[src/design/tpm_pkg.sv]
// shared types, codes and constants for the timer pool
package tpm_pkg;

  localparam int SLOT_W        = 4;
  localparam int DUR_W         = 32;
  localparam int CNT_W         = 4;
  localparam int DEF_NUM_SLOTS = 8;
  localparam int RES_DEPTH     = 8;
  localparam int RES_PTR_W     = 3;
  localparam int RES_CNT_W     = 4;

  localparam logic [2:0] CMD_TICK    = 3'd0;
  localparam logic [2:0] CMD_START   = 3'd1;
  localparam logic [2:0] CMD_RESTART = 3'd2;
  localparam logic [2:0] CMD_STOP    = 3'd3;
  localparam logic [2:0] CMD_CANCEL  = 3'd4;
  localparam logic [2:0] CMD_QUERY   = 3'd5;

  localparam logic [1:0] EV_ACK    = 2'd0;
  localparam logic [1:0] EV_START  = 2'd1;
  localparam logic [1:0] EV_STOP   = 2'd2;
  localparam logic [1:0] EV_REJECT = 2'd3;

  typedef struct packed {
    logic [2:0]        cmd;
    logic [SLOT_W-1:0] slot_id;
    logic [DUR_W-1:0]  duration;
    logic              repeat_req;
  } req_t;

  typedef struct packed {
    logic [1:0]        event_kind;
    logic [SLOT_W-1:0] event_slot;
    logic              is_active;
    logic [CNT_W-1:0]  free_count;
    logic              last;
  } res_t;

  typedef struct packed {
    logic             active;
    logic             rpt;
    logic [DUR_W-1:0] deadline;
  } slot_t;

  typedef struct packed {
    slot_t      nxt;
    logic       push;
    logic [1:0] kind;
    logic       act_bit;
    logic       take;
  } head_out_t;

  typedef enum logic [1:0] {
    ST_IDLE,
    ST_SCAN,
    ST_FIN,
    ST_EMIT
  } state_t;

endpackage

[src/design/tpm_cell.sv]
// one timer slot of the rotating ring
module tpm_cell (
  input  logic          clk,
  input  logic          rst,
  input  logic          shift,
  input  tpm_pkg::slot_t d,
  output tpm_pkg::slot_t q
);
  import tpm_pkg::*;

  // deadline is payload, undefined until written
  always_ff @(posedge clk) begin
    if (rst) begin
      q.active <= 1'b0;
      q.rpt    <= 1'b0;
    end else if (shift) begin
      q <= d;
    end
  end

endmodule

[src/design/tpm_head.sv]
// update logic applied to the slot at the head of the ring
module tpm_head (
  input  tpm_pkg::slot_t            cur,
  input  tpm_pkg::req_t             rq,
  input  logic [tpm_pkg::SLOT_W-1:0] idx,
  input  logic [tpm_pkg::DUR_W-1:0]  now,
  input  logic                      found,
  output tpm_pkg::head_out_t        o
);
  import tpm_pkg::*;

  logic             hit;
  logic [DUR_W-1:0] sum;

  assign hit = (rq.slot_id == idx);
  assign sum = now + rq.duration;

  always_comb begin
    o.nxt     = cur;
    o.push    = 1'b0;
    o.kind    = EV_ACK;
    o.act_bit = 1'b0;
    o.take    = 1'b0;
    unique case (rq.cmd)
      CMD_TICK: begin
        if (cur.active) begin
          if (cur.deadline < now) begin
            o.nxt.active = 1'b0;
            o.push       = 1'b1;
            o.kind       = EV_STOP;
          end else if (cur.rpt) begin
            o.push = 1'b1;
            o.kind = EV_START;
          end
        end
      end
      CMD_START: begin
        // lowest free slot wins
        if (!found && !cur.active) begin
          o.nxt.active   = 1'b1;
          o.nxt.rpt      = rq.repeat_req;
          o.nxt.deadline = sum;
          o.push         = 1'b1;
          o.kind         = EV_ACK;
          o.take         = 1'b1;
        end
      end
      CMD_RESTART: begin
        if (hit) begin
          o.nxt.active   = 1'b1;
          o.nxt.deadline = sum;
          o.push         = 1'b1;
          o.kind         = EV_ACK;
        end
      end
      CMD_STOP: begin
        if (hit) begin
          o.nxt.active = 1'b0;
          o.push       = 1'b1;
          o.kind       = EV_STOP;
        end
      end
      CMD_CANCEL: begin
        if (hit) begin
          o.nxt.active = 1'b0;
          o.push       = 1'b1;
          o.kind       = EV_ACK;
        end
      end
      CMD_QUERY: begin
        if (hit) begin
          o.push    = 1'b1;
          o.kind    = EV_ACK;
          o.act_bit = cur.active;
        end
      end
      default: begin
      end
    endcase
  end

endmodule

[src/design/timer_pool_manager_core.sv]
// Timer pool: NUM_SLOTS second-resolution timers held in a ring of cells that rotates one
// slot per cycle past a single update unit. A tick, a start, or a restart, stop, cancel or
// query with a valid id shifts all NUM_SLOTS slots past the unit, closes in ST_FIN, then
// the results follow one per cycle, each shown for exactly one cycle with strobe high; an
// invalid id or an unused code skips the rotation. busy stays high from the accepted
// request until the cycle of the final result (marked last), and the next request can be
// taken in the cycle after the final result. The receiver must take every result in the
// cycle it is shown. A tick yields at most eight results.
module timer_pool_manager_core #(
  parameter int NUM_SLOTS = tpm_pkg::DEF_NUM_SLOTS
) (
  input  logic          clk,
  input  logic          rst,
  input  logic          start,
  output logic          busy,
  input  tpm_pkg::req_t req,
  output logic          strobe,
  output tpm_pkg::res_t res
);
  import tpm_pkg::*;

  state_t                state;
  state_t                state_next;
  req_t                  rq;
  logic [DUR_W-1:0]      now;
  logic [SLOT_W-1:0]     idx;
  logic                  found;
  logic [CNT_W-1:0]      free_cnt;
  logic [RES_CNT_W-1:0]  wr;
  logic [RES_PTR_W-1:0]  rd;
  logic [1:0]            buf_kind [RES_DEPTH];
  logic [SLOT_W-1:0]     buf_slot [RES_DEPTH];
  logic                  buf_act  [RES_DEPTH];
  slot_t                 cells    [NUM_SLOTS];
  head_out_t             ho;
  logic                  scan_end;
  logic                  reject_now;
  logic                  emit_last;
  logic                  shift;

  assign shift    = (state == ST_SCAN);
  assign scan_end = (idx == SLOT_W'(NUM_SLOTS - 1));

  // ring: each cell takes its upper neighbor, the top cell takes the updated head
  for (genvar i = 0; i < NUM_SLOTS; i++) begin : g_cell
    slot_t d;
    if (i == NUM_SLOTS - 1) begin : g_top
      assign d = ho.nxt;
    end else begin : g_mid
      assign d = cells[i+1];
    end
    tpm_cell u_cell (
      .clk   (clk),
      .rst   (rst),
      .shift (shift),
      .d     (d),
      .q     (cells[i])
    );
  end

  tpm_head u_head (
    .cur   (cells[0]),
    .rq    (rq),
    .idx   (idx),
    .now   (now),
    .found (found),
    .o     (ho)
  );

  always_comb begin
    reject_now = 1'b0;
    case (req.cmd) inside
      CMD_TICK, CMD_START: reject_now = 1'b0;
      CMD_RESTART, CMD_STOP, CMD_CANCEL, CMD_QUERY:
        reject_now = (req.slot_id >= SLOT_W'(NUM_SLOTS));
      default: reject_now = 1'b1;
    endcase
  end

  assign emit_last = ((RES_CNT_W'(rd) + RES_CNT_W'(1)) == wr);

  always_comb begin
    state_next = state;
    unique case (state)
      ST_IDLE: begin
        if (start) begin
          state_next = reject_now ? ST_EMIT : ST_SCAN;
        end
      end
      ST_SCAN: begin
        if (scan_end) begin
          state_next = ST_FIN;
        end
      end
      ST_FIN:  state_next = ST_EMIT;
      ST_EMIT: begin
        if (emit_last) begin
          state_next = ST_IDLE;
        end
      end
      default: state_next = ST_IDLE;
    endcase
  end

  always_ff @(posedge clk) begin
    if (rst) begin
      state <= ST_IDLE;
    end else begin
      state <= state_next;
    end
  end

  always_ff @(posedge clk) begin
    if (rst) begin
      now      <= '0;
      idx      <= '0;
      found    <= 1'b0;
      free_cnt <= CNT_W'(NUM_SLOTS);
      wr       <= '0;
      rd       <= '0;
    end else begin
      unique case (state)
        ST_IDLE: begin
          if (start) begin
            idx   <= '0;
            found <= 1'b0;
            rd    <= '0;
            wr    <= reject_now ? RES_CNT_W'(1) : '0;
            if (req.cmd == CMD_TICK) begin
              now <= now + DUR_W'(1);
            end
          end
        end
        ST_SCAN: begin
          idx <= idx + SLOT_W'(1);
          if (ho.take) begin
            found <= 1'b1;
          end
          if (cells[0].active && !ho.nxt.active) begin
            free_cnt <= free_cnt + CNT_W'(1);
          end else if (!cells[0].active && ho.nxt.active) begin
            free_cnt <= free_cnt - CNT_W'(1);
          end
          if (ho.push && (wr < RES_CNT_W'(RES_DEPTH))) begin
            wr <= wr + RES_CNT_W'(1);
          end
        end
        ST_FIN: begin
          if (wr == '0) begin
            wr <= RES_CNT_W'(1);
          end
        end
        ST_EMIT: begin
          rd <= rd + RES_PTR_W'(1);
        end
        default: begin
        end
      endcase
    end
  end

  // request capture and result buffer
  always_ff @(posedge clk) begin
    if (state == ST_IDLE && start) begin
      rq          <= req;
      buf_kind[0] <= EV_REJECT;
      buf_slot[0] <= req.slot_id;
      buf_act[0]  <= 1'b0;
    end else if (state == ST_SCAN && ho.push && (wr < RES_CNT_W'(RES_DEPTH))) begin
      buf_kind[wr[RES_PTR_W-1:0]] <= ho.kind;
      buf_slot[wr[RES_PTR_W-1:0]] <= idx;
      buf_act[wr[RES_PTR_W-1:0]]  <= ho.act_bit;
    end else if (state == ST_FIN && wr == '0) begin
      // quiet tick acknowledges, full pool rejects a start
      buf_kind[0] <= (rq.cmd == CMD_TICK) ? EV_ACK : EV_REJECT;
      buf_slot[0] <= '0;
      buf_act[0]  <= 1'b0;
    end
  end

  assign busy           = (state != ST_IDLE);
  assign strobe         = (state == ST_EMIT);
  assign res.event_kind = buf_kind[rd];
  assign res.event_slot = buf_slot[rd];
  assign res.is_active  = buf_act[rd];
  assign res.free_count = free_cnt;
  assign res.last       = emit_last;

endmodule

[config.mk]
export PLATFORM = sky130hd
export DESIGN_NAME = timer_pool_manager_core
export DESIGN_NICKNAME = d
export VERILOG_FILES = /design/src/design/tpm_pkg.sv /design/src/design/tpm_cell.sv /design/src/design/tpm_head.sv /design/src/design/timer_pool_manager_core.sv
export SDC_FILE = /design/constraint.sdc
export NUM_CORES = 1
export LEC_CHECK = 0
export ABC_AREA = 1
export BUFFER_PORTS_ARGS = -buffer_cell sky130_fd_sc_hd__buf_2
export CELL_PAD_IN_SITES_DETAIL_PLACEMENT = 2
export CELL_PAD_IN_SITES_GLOBAL_PLACEMENT = 2
export CORE_AREA = 2 2 184 276
export CTS_BUF_LIST = sky130_fd_sc_hd__clkbuf_16
export CTS_CLUSTER_DIAMETER = 100
export DETAILED_ROUTE_END_ITERATION = 8
export DIE_AREA = 0 0 186 278
export PLACE_DENSITY = 0.84
export SLEW_MARGIN = 10
export SYNTH_ARGS = -nofsm -noshare
export SYNTH_HDL_FRONTEND = slang
export SYNTH_HIERARCHICAL = 1
export SYNTH_SLANG_ARGS = --single-unit
[constraint.sdc]
create_clock -name clk -period 3.4 [get_ports clk]
set_input_delay 0.68 -clock clk [delete_from_list [all_inputs] [get_ports clk]]
set_output_delay 0.68 -clock clk [all_outputs]
set_load 0.01 [all_outputs]
==> summary.md <==
| Metric | Value |
|---|---|
| Clk_lat worst skew | `0.57 ns` |
| Hold WC Path Type | `in -> reg` |
| Ys Warns | `6` |
| Final Max Slew Viols | `0` |
| GR peak layer | `met2` |
| Status | `complete, no violations` |
| Number of flops mapped to enable cells by yosys | `352` |
| DR iter-0 viols | `679` |
| Vias | `13460` |
| Final hold violation count | `0` |
| PwrDens | `698.5 nW/µm²` |
| CP cell instances | `inv_1 > ha_1 > nand2_1 > inv_1 > nand2_1 > nand2_1 > nand2_1 > nand2_2 > nand2_2 > nand2_2 > nand2_2 > nand3_1 > nand2_1 > inv_1 > nor3_2 > nand2_2 > inv_2 > nand3_1 > nor2_1 > buf_4` |
| H-tree levels | `2` |
| Hold_buf cts | `0` |
| Max stage delay cell, worst path | `dfxtp_1` |
| Post-Route WL | `65470 µm` |
| DRT antenna net count | `0` |
| Layout cell share with drive strength beyond 1 | `0.1515` |
| Setup TNS Final | `0 ns` |
| Met1 usage | `0.2843` |
| Layout Utilization | `0.4362` |
| Fin nets | `1980` |
| I/O pin count | `57` |
| RR Startpoint | `now[3]$_SDFFE_PP0P_` |
| Area Overhead vs Synth | `16.67%` |
| Wirelength per Cell | `25.59 µm` |
| Largest net degree at the start of global routing | `47` |
| Drt pass-1 iters | `4` |
| Initial antenna violation count | `2` |
| Yosys reg bits | `421` |
| DRC | `0` |
| Hpwl dp | `45720 µm` |
| Std-Cell Rows | `100` |
| Non-filler cells, final | `2558` |
| Slew @ Worst Pin | `1.175 ns` |
| Crit. End Element | `flip-flop` |
| Worst path arrival time | `3.60 ns` |
| Vias in the first global route | `15340` |
| End point of the worst hold path | `rq[16]$_DFFE_PP_` |
| Worst VDD drop | `0.0003984 V` |
| Grt met3 use | `0.03154` |
| Clk sinks | `421` |
| RSZ-0062 raised after global routing | `yes` |
| Syn Area/Cell | `10.75 µm²` |
| Vias per cell | `5.263` |
| CTS buffer count | `43` |
| CTS tree | `done` |
| Post-synth top cells | `391 x nand2_1, 352 x edfxtp_1, 215 x inv_1` |
| Final setup vio count | `0` |
| CP required | `3.65 ns` |
| Worst Setup Path Type | `reg -> reg` |
| Placed cell count | `2464` |
| R2R depth | `20` |
| Slowest stage delay, CP | `0.36 ns` |
| Netlist cell types | `45` |
| Hold Path Depth | `1` |
| Share of the yosys chip area belonging to registers | `0.6468` |
| Fmax | `0.2991 GHz` |
| Syn_nets | `1839` |
| Die Ht | `278 µm` |
| Area leader, netlist | `edfxtp_1` |
| Syn Inst Count | `1719` |
| Synth area leaders | `edfxtp_1 57%, nand2_1 7.9%, dfxtp_1 7.5%` |
| Core area | `49420 µm²` |
| Die area | `51710 µm²` |
| Max Clock Skew | `0.01790 ns` |
| CP Max Fanout | `9` |
| Top-count cell post-synth | `nand2_1` |
| Ys async rst share | `0` |
| N_diodes | `0` |
| Clk root buf | `clkbuf_16` |
| Fill cells | `5127` |
| Worst setup SP type | `flip-flop` |
| Static leakage | `0.008380 µW` |
| Area of the mapped netlist | `18480 µm²` |
| Final min period | `3.344 ns` |
| I/O Buffers | `56` |
| Initial Util | `0.3739` |
| First-pass GRT wire length | `97510 µm` |
| Grt met2 use | `0.4754` |
| Clk buf depth | `3` |
| Min-delay src | `req[16]` |
| Grt ovf | `0` |
| Global Route Usage Sum | `0.2563` |
| Top cell type's share of synthesized area | `0.5720` |
| Fin crit share | `0.9835` |
| GPL Wtd Cong | `0.8651` |
| Max cap viols | `0` |
| R2R setup slack | `0.06 ns` |
| Clock transition at path regs | `0.07 ns` |
| Ys flop type | `edfxtp_1` |
| Die W | `186 µm` |
| Reg-to-Reg End | `buf_slot[5][0]$_DFFE_PP_` |
| Slew headroom | `0.2170` |
-- flip-flops by register name, indices dropped and copies added (netlist names), 8 cells and up, named ones only --
signal,cells
g_cell.u_cell/q,272
buf_act,8
buf_slot,32
buf_kind,16
now,32
rq,40
-- stage by stage --
stage          hold WS [ns]  worst slack (ns)  power (µW)  cell area (µm²)
2_1_floorplan        0.4003            0.2110        8618            18480
3_3_place_gp         0.4008            0.2400        9482            19860
3_5_place_dp         0.4051           -0.2516        9887            19860
4_1_cts              0.2662          0.002122       15120            21410
5_1_grt              0.2751           -0.1099       15640            21560
6_report             0.2854           0.05615       15060            21560
-- cell type report --
cell class | count | area (µm²) | share of cell area
multi-input cells | 1055 | 5724 | 0.2655
repair buffers | 117 | 750.7 | 0.03482
flip-flops and latches | 421 | 11960 | 0.5548
clock inverters | 36 | 354.1 | 0.01642
well taps | 663 | 829.5 | 0.03848
inverters | 222 | 838.3 | 0.03889
clock buffers | 44 | 1101 | 0.05107
-- per-layer routing --
metal	wire length, µm	vias to the layer above
met3	2118	167
met2	35300	350
met4	3336	4
met1	24690	6881
li1	-	6062
met5	27	-
-- power by group --
part / switching [µW] / internal [µW]
registers: 419 / 6610
logic: 2160 / 792
clock network: 2180 / 2890
total: 4760 / 10300
-- cell usage in the layout (no fill, tap or decap), types with 6 or more instances in the layout --
master | netlist | final
nor2_1 | 211 | 199
nand4_1 | 14 | 14
nand2_1 | 391 | 381
clkbuf_16 | 0 | 44
xnor2_1 | 9 | 9
o21ai_2 | 14 | 14
o21ai_1 | 3 | 9
a21oi_1 | 76 | 72
inv_2 | 6 | 9
o21ai_0 | 66 | 60
inv_1 | 215 | 221
buf_2 | 8 | 56
nand3_1 | 83 | 82
ha_1 | 75 | 72
xor2_1 | 10 | 10
edfxtp_1 | 352 | 352
nor2_4 | 7 | 9
buf_4 | 2 | 60
dfxtp_2 | 0 | 7
dfxtp_1 | 69 | 62
nor3_1 | 20 | 18
o32ai_1 | 14 | 14
bufinv_16 | 0 | 7
clkinv_1 | 0 | 11
nand2_2 | 15 | 25
nor2_2 | 5 | 15
a211oi_1 | 6 | 6
-- critical path: cells and delay by family (launching register included) --
kind          cells  cell delay, ns
fa+ha+maj         1            0.34
flops             1            0.36
simple gates     14            1.74
buf+inv           5            0.59
-- worst max-delay path by stage --
stage / start / to / slack, ns / cells after the start
2_1_floorplan: state[1]$_SDFFE_PP0P_ / g_cell[0].u_cell/q[0]$_DFFE_PP_ / 0.21 / 4
3_3_place_gp: now[31]$_SDFFE_PP0P_ / free_cnt[3]$_SDFFE_PP1P_ / 0.24 / 20
3_5_place_dp: now[10]$_SDFFE_PP0P_ / free_cnt[3]$_SDFFE_PP1P_ / -0.25 / 21
4_1_cts: now[26]$_SDFFE_PP0P_ / free_cnt[3]$_SDFFE_PP1P_ / 0.002 / 21
5_1_grt: now[19]$_SDFFE_PP0P_ / buf_slot[5][0]$_DFFE_PP_ / -0.11 / 16
6_report: now[3]$_SDFFE_PP0P_ / buf_slot[5][0]$_DFFE_PP_ / 0.06 / 20
-- what timing repair did --
action / in CTS / in global routing
setup endpoints to repair: 92 / 99
pin swaps: 0 / 3
gates resized for setup: 24 / 19
endpoints found under the hold margin: 0 / 0
setup buffers: 3 / 11
cloned: 0 / 0
-- cells by family after synthesis --
kind of cell,synth area share
xor+xnor,0.009006
simple gates,0.1804
flops,0.6468
compound gates,0.05864
fa+ha+maj,0.05295
buf+inv,0.05221
Power figures use the tool's default switching activity.
